[config.mk]
export PLATFORM = sky130hd
export DESIGN_NAME = msdf_pixel_diff_stats
export DESIGN_NICKNAME = d
export VERILOG_FILES = /design/src/rtl/core/mpds_pkg.sv /design/src/rtl/core/msdf_pixel_diff_stats.sv /design/src/rtl/core/mpds_front.sv /design/src/rtl/core/mpds_fifo.sv /design/src/rtl/core/mpds_div.sv /design/src/rtl/core/mpds_back.sv
export VERILOG_INCLUDE_DIRS = /design/src /design/src/rtl/core
export SDC_FILE = /design/constraint.sdc
export NUM_CORES = 1
export LEC_CHECK = 0
export BUFFER_PORTS_ARGS = -buffer_cell sky130_fd_sc_hd__clkbuf_2
export CORE_MARGIN = 5
export CORE_UTILIZATION = 55
export CTS_CLUSTER_SIZE = 10
export DETAILED_ROUTE_END_ITERATION = 8
export GPL_TIMING_DRIVEN = 0
export PLACE_DENSITY_LB_ADDON = 0.2
export SLEW_MARGIN = 15
export SYNTH_ARGS = -nofsm -noshare
export SYNTH_HDL_FRONTEND = slang
export SYNTH_SLANG_ARGS = --single-unit
[constraint.sdc]
create_clock -name i_clk -period 12.4 [get_ports i_clk]
set_clock_uncertainty 0.15 [all_clocks]
set_input_delay 1.24 -clock i_clk [delete_from_list [all_inputs] [get_ports i_clk]]
set_output_delay 1.24 -clock i_clk [all_outputs]
set_load 0.01 [all_outputs]
[src/rtl/core/msdf_pixel_diff_stats_assert.svh]
// Assertion macros shared by the pixel difference statistics RTL.
`ifndef MSDF_PIXEL_DIFF_STATS_ASSERT_SVH
`define MSDF_PIXEL_DIFF_STATS_ASSERT_SVH

// Same-cycle implication, disabled while reset is low.
`define MPDS_ASSERT_IMP(label, clk, rst_n, ante, cons) \
    label: assert property (@(posedge clk) disable iff (!rst_n) (ante) |-> (cons)) \
        else $error("mpds assertion failed");

// Next-cycle implication, disabled while reset is low.
`define MPDS_ASSERT_NXT(label, clk, rst_n, ante, cons) \
    label: assert property (@(posedge clk) disable iff (!rst_n) (ante) |=> (cons)) \
        else $error("mpds assertion failed");

`endif

[src/rtl/core/mpds_pkg.sv]
// Shared types and constants for the pixel difference statistics block.
package mpds_pkg;

    localparam int unsigned MAX_PIXELS_DEF = 65536;
    localparam logic [8:0]  THRESH_RESET   = 9'd26;
    localparam int unsigned FIFO_DEPTH     = 4;
    localparam int unsigned MEAN_W         = 16;
    localparam int unsigned BAD_W          = 15;
    localparam int unsigned TOTAL_W        = 17;

    typedef struct packed {
        logic [7:0] diff;
        logic       bad;
        logic       last;
    } t_item;

    typedef struct packed {
        logic [7:0]         peak_diff;
        logic [MEAN_W-1:0]  mean;
        logic [BAD_W-1:0]   bad_pct;
        logic [TOTAL_W-1:0] total;
    } t_result;

    typedef struct packed {
        logic start;
        logic take;
    } t_div_cmd;

    typedef struct packed {
        logic idle;
        logic done;
    } t_div_stat;

endpackage

[src/rtl/core/msdf_pixel_diff_stats.sv]
// Top level of the per-glyph pixel difference statistics block.
// Usage:
//   Input queue: drive one pixel pair (first/second RGB plus last_pixel) and
//   raise push; a transfer happens on a clock edge with push high and full low.
//   Result queue: while empty is low the oldest glyph result (max, mean Q8,
//   bad percent Q8, pixel total) is on the o_ ports; pop high transfers it.
//   Threshold: i_cfg_wdata is written on any edge with i_cfg_we high.
// Throughput: one pixel per cycle while full is low. Closing a glyph starts
//   the two-lane restoring divider; a following glyph that closes before the
//   divider is free stalls in the back end, and the 4-entry queue then fills
//   and raises full.
// Reset: threshold returns to 26, accumulators, queue and result slot clear.
// A stalled result consumer holds the result; the divider waits with the next
//   one, then the back end and finally the input side back up through full.
module msdf_pixel_diff_stats #(
    parameter int unsigned MAX_PIXELS = mpds_pkg::MAX_PIXELS_DEF
) (
    input  logic        i_clk,
    input  logic        i_rst_n,
    input  logic        i_cfg_we,
    input  logic [8:0]  i_cfg_wdata,
    input  logic        push,
    output logic        full,
    input  logic [7:0]  i_first_red,
    input  logic [7:0]  i_first_green,
    input  logic [7:0]  i_first_blue,
    input  logic [7:0]  i_second_red,
    input  logic [7:0]  i_second_green,
    input  logic [7:0]  i_second_blue,
    input  logic        i_last_pixel,
    input  logic        pop,
    output logic        empty,
    output logic [7:0]  o_max_difference,
    output logic [15:0] o_mean_difference_q8,
    output logic [14:0] o_bad_percent_q8,
    output logic [16:0] o_pixel_total
);

    localparam int unsigned CW = $clog2(MAX_PIXELS + 1);
    localparam int unsigned DW = CW + 16;

    logic                        front_valid;
    mpds_pkg::t_item             front_item;
    logic                        q_full;
    logic                        q_empty;
    logic                        q_pop;
    mpds_pkg::t_item             q_item;
    mpds_pkg::t_div_cmd          div_cmd;
    mpds_pkg::t_div_stat         div_stat;
    logic [DW-1:0]               dvd_mean;
    logic [DW-1:0]               dvd_bad;
    logic [CW-1:0]               divisor;
    logic [mpds_pkg::MEAN_W-1:0] q_mean;
    logic [mpds_pkg::BAD_W-1:0]  q_bad;
    mpds_pkg::t_result           result;

    mpds_front u_front (
        .i_clk          (i_clk),
        .i_rst_n        (i_rst_n),
        .i_cfg_we       (i_cfg_we),
        .i_cfg_wdata    (i_cfg_wdata),
        .push           (push),
        .full           (full),
        .i_first_red    (i_first_red),
        .i_first_green  (i_first_green),
        .i_first_blue   (i_first_blue),
        .i_second_red   (i_second_red),
        .i_second_green (i_second_green),
        .i_second_blue  (i_second_blue),
        .i_last_pixel   (i_last_pixel),
        .o_item_valid   (front_valid),
        .o_item         (front_item),
        .i_item_full    (q_full)
    );

    mpds_fifo u_fifo (
        .i_clk   (i_clk),
        .i_rst_n (i_rst_n),
        .i_push  (front_valid),
        .i_item  (front_item),
        .o_full  (q_full),
        .i_pop   (q_pop),
        .o_item  (q_item),
        .o_empty (q_empty)
    );

    mpds_back #(
        .MAX_PIXELS (MAX_PIXELS)
    ) u_back (
        .i_clk        (i_clk),
        .i_rst_n      (i_rst_n),
        .i_fifo_empty (q_empty),
        .i_fifo_item  (q_item),
        .o_fifo_pop   (q_pop),
        .o_div_cmd    (div_cmd),
        .i_div_stat   (div_stat),
        .o_dvd_mean   (dvd_mean),
        .o_dvd_bad    (dvd_bad),
        .o_divisor    (divisor),
        .i_q_mean     (q_mean),
        .i_q_bad      (q_bad),
        .i_pop        (pop),
        .o_empty      (empty),
        .o_result     (result)
    );

    mpds_div #(
        .MAX_PIXELS (MAX_PIXELS)
    ) u_div (
        .i_clk      (i_clk),
        .i_rst_n    (i_rst_n),
        .i_cmd      (div_cmd),
        .i_dvd_mean (dvd_mean),
        .i_dvd_bad  (dvd_bad),
        .i_divisor  (divisor),
        .o_stat     (div_stat),
        .o_q_mean   (q_mean),
        .o_q_bad    (q_bad)
    );

    assign o_max_difference     = result.peak_diff;
    assign o_mean_difference_q8 = result.mean;
    assign o_bad_percent_q8     = result.bad_pct;
    assign o_pixel_total        = result.total;

endmodule

[src/rtl/core/mpds_front.sv]
// Front end: threshold register, input register, median and difference classification.
module mpds_front (
    input  logic               i_clk,
    input  logic               i_rst_n,
    input  logic               i_cfg_we,
    input  logic [8:0]         i_cfg_wdata,
    input  logic               push,
    output logic               full,
    input  logic [7:0]         i_first_red,
    input  logic [7:0]         i_first_green,
    input  logic [7:0]         i_first_blue,
    input  logic [7:0]         i_second_red,
    input  logic [7:0]         i_second_green,
    input  logic [7:0]         i_second_blue,
    input  logic               i_last_pixel,
    output logic               o_item_valid,
    output mpds_pkg::t_item    o_item,
    input  logic               i_item_full
);

    function automatic logic [7:0] mid3(input logic [7:0] a, input logic [7:0] b,
                                        input logic [7:0] c);
        logic [7:0] hi;
        logic [7:0] lo;
        logic [7:0] cap;
        hi  = (a > b) ? a : b;
        lo  = (a > b) ? b : a;
        cap = (hi < c) ? hi : c;
        return (lo > cap) ? lo : cap;
    endfunction

    logic [8:0]      r_thresh;
    logic            r_valid;
    mpds_pkg::t_item r_item;
    mpds_pkg::t_item n_item;
    logic [7:0]      med_a;
    logic [7:0]      med_b;
    logic            accept;
    logic            send;

    always_comb begin
        med_a       = mid3(i_first_red, i_first_green, i_first_blue);
        med_b       = mid3(i_second_red, i_second_green, i_second_blue);
        n_item.diff = (med_a > med_b) ? (med_a - med_b) : (med_b - med_a);
        n_item.bad  = ({1'b0, n_item.diff} >= r_thresh);
        n_item.last = i_last_pixel;
    end

    assign send         = r_valid && !i_item_full;
    assign full         = r_valid && i_item_full;
    assign accept       = push && !full;
    assign o_item_valid = r_valid;
    assign o_item       = r_item;

    always_ff @(posedge i_clk) begin
        if (!i_rst_n) begin
            r_thresh <= mpds_pkg::THRESH_RESET;
            r_valid  <= 1'b0;
        end else begin
            if (i_cfg_we) begin
                r_thresh <= i_cfg_wdata;
            end
            if (accept) begin
                r_valid <= 1'b1;
            end else if (send) begin
                r_valid <= 1'b0;
            end
        end
        if (accept) begin
            r_item <= n_item;
        end
    end

endmodule

[src/rtl/core/mpds_fifo.sv]
// Short queue of classified pixels between front and back.
module mpds_fifo (
    input  logic            i_clk,
    input  logic            i_rst_n,
    input  logic            i_push,
    input  mpds_pkg::t_item i_item,
    output logic            o_full,
    input  logic            i_pop,
    output mpds_pkg::t_item o_item,
    output logic            o_empty
);

    localparam int unsigned PTR_W = $clog2(mpds_pkg::FIFO_DEPTH);
    localparam int unsigned CNT_W = $clog2(mpds_pkg::FIFO_DEPTH + 1);

    mpds_pkg::t_item  r_mem [mpds_pkg::FIFO_DEPTH];
    logic [PTR_W-1:0] r_wr_ptr;
    logic [PTR_W-1:0] r_rd_ptr;
    logic [CNT_W-1:0] r_count;
    logic             wr;
    logic             rd;

    assign o_full  = (r_count == CNT_W'(mpds_pkg::FIFO_DEPTH));
    assign o_empty = (r_count == '0);
    assign wr      = i_push && !o_full;
    assign rd      = i_pop && !o_empty;
    assign o_item  = r_mem[r_rd_ptr];

    always_ff @(posedge i_clk) begin
        if (!i_rst_n) begin
            r_wr_ptr <= '0;
            r_rd_ptr <= '0;
            r_count  <= '0;
        end else begin
            if (wr) begin
                r_wr_ptr <= (r_wr_ptr == PTR_W'(mpds_pkg::FIFO_DEPTH - 1)) ? '0
                                                                           : r_wr_ptr + 1'b1;
            end
            if (rd) begin
                r_rd_ptr <= (r_rd_ptr == PTR_W'(mpds_pkg::FIFO_DEPTH - 1)) ? '0
                                                                           : r_rd_ptr + 1'b1;
            end
            if (wr && !rd) begin
                r_count <= r_count + 1'b1;
            end else if (rd && !wr) begin
                r_count <= r_count - 1'b1;
            end
        end
        if (wr) begin
            r_mem[r_wr_ptr] <= i_item;
        end
    end

endmodule

[src/rtl/core/mpds_div.sv]
// Two-lane restoring divider for the per-glyph mean and bad percentage.
`include "msdf_pixel_diff_stats_assert.svh"

module mpds_div #(
    parameter int unsigned MAX_PIXELS = mpds_pkg::MAX_PIXELS_DEF
) (
    input  logic                        i_clk,
    input  logic                        i_rst_n,
    input  mpds_pkg::t_div_cmd          i_cmd,
    input  logic [$clog2(MAX_PIXELS+1)+15:0] i_dvd_mean,
    input  logic [$clog2(MAX_PIXELS+1)+15:0] i_dvd_bad,
    input  logic [$clog2(MAX_PIXELS+1)-1:0]  i_divisor,
    output mpds_pkg::t_div_stat         o_stat,
    output logic [mpds_pkg::MEAN_W-1:0] o_q_mean,
    output logic [mpds_pkg::BAD_W-1:0]  o_q_bad
);

    localparam int unsigned CW = $clog2(MAX_PIXELS + 1);
    localparam int unsigned DW = CW + 16;
    localparam int unsigned NW = $clog2(DW + 1);
    localparam int unsigned QM = mpds_pkg::MEAN_W;
    localparam int unsigned QB = mpds_pkg::BAD_W;

    typedef enum logic [2:0] {
        DIV_IDLE = 3'b001,
        DIV_RUN  = 3'b010,
        DIV_DONE = 3'b100
    } t_div_state;

    t_div_state       r_state;
    logic [NW-1:0]    r_cnt;
    logic [DW-1:0]    r_dvd_m;
    logic [DW-1:0]    r_dvd_b;
    logic [CW-1:0]    r_rem_m;
    logic [CW-1:0]    r_rem_b;
    logic [CW-1:0]    r_div;
    logic [QM-1:0]    r_q_m;
    logic [QB-1:0]    r_q_b;
    logic [CW:0]      sh_m;
    logic [CW:0]      sh_b;
    logic [CW:0]      sub_m;
    logic [CW:0]      sub_b;
    logic             ge_m;
    logic             ge_b;

    // one quotient bit per lane per cycle, dividend fed MSB first
    always_comb begin
        sh_m  = {r_rem_m, r_dvd_m[DW-1]};
        sh_b  = {r_rem_b, r_dvd_b[DW-1]};
        sub_m = sh_m - {1'b0, r_div};
        sub_b = sh_b - {1'b0, r_div};
        ge_m  = (sh_m >= {1'b0, r_div});
        ge_b  = (sh_b >= {1'b0, r_div});
    end

    assign o_stat.idle = (r_state == DIV_IDLE);
    assign o_stat.done = (r_state == DIV_DONE);
    assign o_q_mean    = r_q_m;
    assign o_q_bad     = r_q_b;

    always_ff @(posedge i_clk) begin
        if (!i_rst_n) begin
            r_state <= DIV_IDLE;
            r_cnt   <= '0;
        end else begin
            case (r_state)
                DIV_IDLE: begin
                    if (i_cmd.start) begin
                        r_state <= DIV_RUN;
                        r_cnt   <= NW'(DW);
                    end
                end
                DIV_RUN: begin
                    r_cnt <= r_cnt - 1'b1;
                    if (r_cnt == NW'(1)) begin
                        r_state <= DIV_DONE;
                    end
                end
                DIV_DONE: begin
                    if (i_cmd.take) begin
                        r_state <= DIV_IDLE;
                    end
                end
                default: begin
                    r_state <= DIV_IDLE;
                end
            endcase
        end
        if (r_state == DIV_IDLE && i_cmd.start) begin
            r_dvd_m <= i_dvd_mean;
            r_dvd_b <= i_dvd_bad;
            r_div   <= i_divisor;
            r_rem_m <= '0;
            r_rem_b <= '0;
            r_q_m   <= '0;
            r_q_b   <= '0;
        end else if (r_state == DIV_RUN) begin
            r_dvd_m <= {r_dvd_m[DW-2:0], 1'b0};
            r_dvd_b <= {r_dvd_b[DW-2:0], 1'b0};
            r_rem_m <= ge_m ? sub_m[CW-1:0] : sh_m[CW-1:0];
            r_rem_b <= ge_b ? sub_b[CW-1:0] : sh_b[CW-1:0];
            r_q_m   <= {r_q_m[QM-2:0], ge_m};
            r_q_b   <= {r_q_b[QB-2:0], ge_b};
        end
    end

    `MPDS_ASSERT_IMP(a_start_when_idle, i_clk, i_rst_n, i_cmd.start, r_state == DIV_IDLE)
    `MPDS_ASSERT_IMP(a_take_when_done, i_clk, i_rst_n, i_cmd.take, r_state == DIV_DONE)
    `MPDS_ASSERT_IMP(a_run_has_steps, i_clk, i_rst_n, r_state == DIV_RUN, r_cnt != '0)

endmodule

[src/rtl/core/mpds_back.sv]
// Back end: glyph accumulators, divider launch and the result register.
`include "msdf_pixel_diff_stats_assert.svh"

module mpds_back #(
    parameter int unsigned MAX_PIXELS = mpds_pkg::MAX_PIXELS_DEF
) (
    input  logic                        i_clk,
    input  logic                        i_rst_n,
    input  logic                        i_fifo_empty,
    input  mpds_pkg::t_item             i_fifo_item,
    output logic                        o_fifo_pop,
    output mpds_pkg::t_div_cmd          o_div_cmd,
    input  mpds_pkg::t_div_stat         i_div_stat,
    output logic [$clog2(MAX_PIXELS+1)+15:0] o_dvd_mean,
    output logic [$clog2(MAX_PIXELS+1)+15:0] o_dvd_bad,
    output logic [$clog2(MAX_PIXELS+1)-1:0]  o_divisor,
    input  logic [mpds_pkg::MEAN_W-1:0] i_q_mean,
    input  logic [mpds_pkg::BAD_W-1:0]  i_q_bad,
    input  logic                        i_pop,
    output logic                        o_empty,
    output mpds_pkg::t_result           o_result
);

    localparam int unsigned CW = $clog2(MAX_PIXELS + 1);
    localparam int unsigned SW = CW + 8;
    localparam int unsigned TW = mpds_pkg::TOTAL_W;

    logic [7:0]         r_max;
    logic [SW-1:0]      r_sum;
    logic [CW-1:0]      r_bad;
    logic [CW-1:0]      r_cnt;
    logic [7:0]         r_hold_max;
    logic [TW-1:0]      r_hold_total;
    logic               r_out_valid;
    mpds_pkg::t_result  r_out;

    logic [7:0]         n_max;
    logic [SW-1:0]      n_sum;
    logic [CW-1:0]      n_bad;
    logic [CW-1:0]      n_cnt;
    logic [CW+4:0]      bad25;
    logic [CW+TW-1:0]   total_ext;
    logic               close;
    logic               pop_fifo;
    logic               take;

    always_comb begin
        n_max = (i_fifo_item.diff > r_max) ? i_fifo_item.diff : r_max;
        n_sum = r_sum + SW'(i_fifo_item.diff);
        n_bad = r_bad + CW'(i_fifo_item.bad);
        n_cnt = r_cnt + CW'(1);
        // pixel limit closes the glyph even without a last mark
        close = i_fifo_item.last || (n_cnt == CW'(MAX_PIXELS));
        // 25600 = 25 << 10
        bad25 = ({5'b0, n_bad} << 4) + ({5'b0, n_bad} << 3) + {5'b0, n_bad};
        total_ext = {{TW{1'b0}}, n_cnt};
    end

    assign pop_fifo        = !i_fifo_empty && (!close || i_div_stat.idle);
    assign take            = i_div_stat.done && (!r_out_valid || i_pop);
    assign o_fifo_pop      = pop_fifo;
    assign o_div_cmd.start = pop_fifo && close;
    assign o_div_cmd.take  = take;
    assign o_dvd_mean      = {n_sum, 8'b0};
    assign o_dvd_bad       = {1'b0, bad25, 10'b0};
    assign o_divisor       = n_cnt;
    assign o_empty         = !r_out_valid;
    assign o_result        = r_out;

    always_ff @(posedge i_clk) begin
        if (!i_rst_n) begin
            r_max       <= '0;
            r_sum       <= '0;
            r_bad       <= '0;
            r_cnt       <= '0;
            r_out_valid <= 1'b0;
        end else begin
            if (pop_fifo) begin
                if (close) begin
                    r_max <= '0;
                    r_sum <= '0;
                    r_bad <= '0;
                    r_cnt <= '0;
                end else begin
                    r_max <= n_max;
                    r_sum <= n_sum;
                    r_bad <= n_bad;
                    r_cnt <= n_cnt;
                end
            end
            if (take) begin
                r_out_valid <= 1'b1;
            end else if (i_pop) begin
                r_out_valid <= 1'b0;
            end
        end
        if (pop_fifo && close) begin
            r_hold_max   <= n_max;
            r_hold_total <= total_ext[TW-1:0];
        end
        if (take) begin
            r_out.peak_diff <= r_hold_max;
            r_out.mean      <= i_q_mean;
            r_out.bad_pct   <= i_q_bad;
            r_out.total     <= r_hold_total;
        end
    end

    `MPDS_ASSERT_NXT(a_close_clears, i_clk, i_rst_n, pop_fifo && close, r_cnt == '0)
    `MPDS_ASSERT_NXT(a_open_counts, i_clk, i_rst_n, pop_fifo && !close, r_cnt != '0)
    `MPDS_ASSERT_NXT(a_take_fills_out, i_clk, i_rst_n, take, r_out_valid)

endmodule

---- Yosys cells after proc, flatten, opt, wreduce, memory -nomap -nowiden ----
Memory sizes are Yosys's and may differ from the RTL's. A register that Yosys moved wholly into a read port is not among the register bits.
Index checks and enable logic that the tools add are counted.
operators by class
  add/subtract/negate cells ............... 14
  $lt $le $gt $ge ......................... 11
  equality and inequality tests ........... 11
  muxes and demuxes ....................... 38
  reduce and logical (&&, ||, !) cells .... 28
operators with widths
  cell                                                             count
  8-bit two-way mux                                                11
  17-bit two-way mux                                               4
  33-bit two-way mux                                               2
  32-bit two-way mux                                               2
  8-bit > comparator                                               6
  18-bit by 17-bit greater-or-equal comparator with 1-bit output   2
  17-bit subtractor                                                2
  25-bit by 8-bit adder with 25-bit output                         1
  25-bit two-way mux                                               1
  21-bit by 20-bit adder with 22-bit output                        1
  22-bit by 17-bit adder with 22-bit output                        1
  17-bit by 1-bit adder with 17-bit output                         1
  17-bit by 1-bit adder with 17-bit output, second input constant  1
  17-bit equality test, second input constant                      1
  8-bit < comparator                                               2
  8-bit subtractor                                                 2
  3-bit two-way mux                                                5
  6-bit one-hot mux with 2 select lines                            1
  1-bit logical AND                                                10
  2-bit nonzero test                                               5
  8-bit by 9-bit greater-or-equal comparator with 1-bit output     1
  3-bit one-hot mux with 3 select lines                            1
  2-bit two-way mux                                                4
  1-bit zero test                                                  7
  17 further kinds                                                 28
storage, ports and cells
  register bits ........................... 315
  memory bits (writable) .................. 40
  input port bits ......................... 63
  output and inout bits ................... 58
  logic and storage cells ................. 132
  memories kept ........................... 1
memories
  memory        words  width  read ports  clocked after Yosys merged registers in  write ports  line             RTL
  u_fifo.r_mem  4      10     1           1                                        1            mpds_fifo.sv:16  mpds_pkg::t_item r_mem [mpds_pkg::FIFO_DEPTH];

---- Longest topological paths before layout ----
  word-level depth ........................ 10
  mapped depth ............................ 46
  depth with buffers taken out ............ 45

---- By module ----
A second synthesis with hierarchy kept.
unflattened totals
  cell total of the unflattened synthesis .. 2,070
  area, all modules ....................... 21,354.2 um^2
modules (own cells, without submodules)
  module      instances  cells each  area an instance (um^2)  seq. area each (um^2)
  mpds_back   1          719         8,022.7                  3,793.6
  mpds_div    1          822         7,775.0                  3,973.8
  mpds_front  1          426         3,641.0                  500.5
  mpds_fifo   1          103         1,915.6                  1,381.3

---- Worst setup path after synthesis ----
No wires, ideal clock.
  path kind ............................... input to register
  start point ............................. input i_first_green[1]
  end point ............................... register u_front.r_item (netlist bit u_front.o_item[1]) (data pin)
  library setup time ...................... 0.254 ns
  arrival time ............................ 8.959 ns
  path slack .............................. 3.038 ns
  stages .................................. 44
  path buffers ............................ 4
  cell sequence ........................... inv_1 -> ha_1 -> nor2b_1 -> o211ai_1 -> a21oi_1 -> o21bai_2 -> clkbuf_1 -> mux2_2 -> ha_1 -> and4_1 -> o211ai_1 -> o21ai_1 -> clkbuf_1 -> nand2_1 -> o21ai_0 -> ha_1 -> a21o_1 -> a21o_1 -> [8 not listed] -> fa_1 -> a21oi_1 -> nor2_1 -> nor2_1 -> o21ai_0 -> o22a_1 -> clkbuf_1 -> mux2i_1 -> ha_1 -> a21o_1 -> a21o_1 -> a21o_1 -> a21oi_1 -> nor2b_1 -> o21ai_0 -> nand2b_1 -> a21oi_1 -> nor2_1
RTL lines
  what                  line                         RTL
  start, declared       msdf_pixel_diff_stats.sv:25  input logic [7:0] i_first_green,
  end signal, assigned  mpds_front.sv:70             r_item <= n_item;
  end, declared         mpds_front.sv:34             mpds_pkg::t_item r_item;

==> reports/results.txt <==
Rows = 69
CP Data Required Time = 12.54 ns
Crit-path max FO = 10
Antenna-violating nets left = 0
Placed cells = 2571
First-pass GRT wire length = 73.5 mm
Max clock buf depth = 3
Die Wd = 200 um
Vias in the first global route = 14700
Fill count = 2911
Post-synth EDFFs = 195
Die height = 200 um
Outcome = completed
Post-route setup slack = 2.09 ns
Count of cell types in the netlist = 84
Slew Limit Headroom = 0.334
Slowest-stage cell, CP = clkbuf_1
Fin util = 0.629
Fmax = 0.0970 GHz
Sequential-to-total area share from yosys stat = 0.457
Clk sink count = 357
Storage cell area = 9100 um2
Gr ovfl total = 0
Syn Std Cell Area = 19900 um2
CP Data Arrival Time = 10.45 ns
Share of power burned in registers = 0.366
Final period util = 0.831
Final Setup Violations = 0
Sw Pwr = 1.67 mW
Mapped Avg Cell Area = 10.0 um2
Vias/cell = 5.62
Switching Share = 0.363
Asr flop ratio synth = 0
H-tree levels = 2
Drt pass-1 iters = 6
RSZ-0062 raised after global routing = no
PortBufs = 120
Worst Max-Slew Pin Slew = 0.999 ns
Final WL = 45.0 mm
DR vias = 14900
Ports = 121
Commonest non-fill, non-tap cell in the layout = nand2_1
Total track usage = 0.217
ANT cells = 0
CTS tree = built
Combinational fraction of design power = 0.388
Final GP Congestion = 0.899
Place WS = 1.73 ns
Max_cap viols = 0
Overall die area = 40100 um2
Min-delay worst type = reg2reg
Minimum clock period = 10.31 ns
VDD IR max = 0.136 mV
FF+latch count, synth = 357
WL/cell = 17.0 um
Pins Over Slew Limit = 0
Clk Tree Root Cell = clkbuf_16
Post-CTS resize count = 0
Crit path launch type = input port
Final Net Count = 2388
CTS Buf Count = 42
Leakage dissipation = 9.29 nW
Largest stage delay, worst path = 0.46 ns
Endpoint class of the critical path = register
Area of the multi-input gates = 9850 um2
# Post-CTS Setup Buffers = 0
Initial drt markers = 996
Most frequent cells in the layout = nand2_1 (209), edfxtp_1 (195), o21ai_0 (164)
Power per Cell Area = 206 nW/um2
Non-Filler Instances = 2649
Ys Warns = 0
Share of cells above drive strength 1 = 0.125
P_int = 2.93 mW
Power share of the clock group = 0.246
Hold buffer count at cts = 0
Initial antenna violation count = 1
Initial Util = 0.559
Worst-path clk slew = 0.06 ns
Hold Vio Cnt, Final = 0
Post-synthesis cell count = 1985
Pin count of the biggest net entering global routing = 53
Total Neg Setup Slack = 0 ns
Total Power = 4.61 mW
Skew-Pair Late Insertion Delay = 0.54 ns
Post-route DRC = 0
Critical path class = in2reg
Core area = 35700 um2
Synth Flop Type = edfxtp_1
Syn Nets = 2219
Synth-to-Final Area Change = 12.5%
Post-DP HPWL = 33.3 mm
-- final cells by class --
| cell class | instances | share of cell area |
|---|---|---|
| repair buffers | 125 | 0.0290 |
| flip-flops and latches | 357 | 0.406 |
| multi-input cells | 1398 | 0.440 |
| plain buffers | 79 | 0.0179 |
| inverters | 151 | 0.0254 |
| clock inverters | 4 | 0.00268 |
| clock buffers | 74 | 0.0536 |
| well taps | 461 | 0.0257 |
-- logic make-up after synthesis --
group,share of synthesized area
DFF,0.457
xor gates and xnor gates,0.0449
muxes,0.0602
and+or+nand+nor,0.132
buffers and inverters,0.0487
AOI/OAI and AO/OA,0.142
adders and majority gates,0.115
-- flip-flops by register name, indices dropped and copies added (netlist names), 6 cells and up, named ones only --
register / flops
u_back.o_result: 56
u_back.r_bad: 17
u_back.r_cnt: 17
u_back.r_hold_max: 8
u_back.r_hold_total: 17
u_back.r_max: 8
u_back.r_sum: 25
u_div.o_q_bad: 15
u_div.o_q_mean: 16
u_div.r_cnt: 6
u_div.r_div: 17
u_div.r_dvd_b: 23
u_div.r_dvd_m: 25
u_div.r_rem_b: 17
u_div.r_rem_m: 17
u_fifo.r_mem: 40
u_front.o_item: 10
u_front.r_thresh: 9
-- stage by stage --
step	area [um2]	hold WS [ns]
5_1_grt	22400	0.273
3_3_place_gp	21100	0.252
2_1_floorplan	19900	0.250
3_5_place_dp	21100	0.255
6_report	22400	0.265
4_1_cts	22400	0.264
-- worst max-delay path: cells and delay by family --
family                   cells  cell delay, ns
AO/OA/AOI/OAI               19            3.44
buffers and inverters        7            1.83
AND/OR/NAND/NOR              9            1.03
multiplexers                 4            1.29
adder cells (fa/ha/maj)      6            1.59
-- synth_stat cells, types with 48 or more instances --
| cell type | count | area, um2 |
|---|---|---|
| xnor2_1 | 54 | 473 |
| inv_1 | 149 | 559 |
| nand3_1 | 55 | 275 |
| o21ai_0 | 164 | 821 |
| nor2_1 | 124 | 465 |
| dfxtp_1 | 162 | 3240 |
| mux2i_1 | 59 | 591 |
| ha_1 | 151 | 1890 |
| xor2_1 | 48 | 420 |
| a21oi_1 | 108 | 541 |
| edfxtp_1 | 195 | 5860 |
| nand2_1 | 209 | 785 |
-- per-layer routing --
| metal | global-route usage | vias up | wire [um] |
|---|---|---|---|
| met2 | 0.371 | 363 | 21400 |
| met1 | 0.291 | 7044 | 20500 |
| met4 | 0.0654 | 2 | 1140 |
| li1 | - | 7393 | - |
| met5 | 0 | - | 13 |
| met3 | 0.0293 | 74 | 1900 |
-- power by group through the flow --
stage	Clock [mW]	Combinational, mW	Sequential [mW]
detailed placement	0	1.77	1.70
floorplan	0	1.32	1.67
CTS	1.16	1.79	1.68
finish	1.14	1.79	1.69
global placement	0	1.72	1.69
global route	1.21	1.99	1.71
-- path summary, 6_finish.rpt --
path                            slack, ns                    from  depth (start not counted)            endpoint
worst max-delay path                 2.09        i_first_green[1]                         45   u_front.o_item[1]
worst min-delay path                 0.27  u_back.r_hold_total[3]                          0  u_back.o_result[3]
worst max register to register       5.96                register                         21   u_div.r_dvd_b[31]
worst min register to register       0.27  u_back.r_hold_total[3]                          0  u_back.o_result[3]
Power figures use the tool's default switching activity.
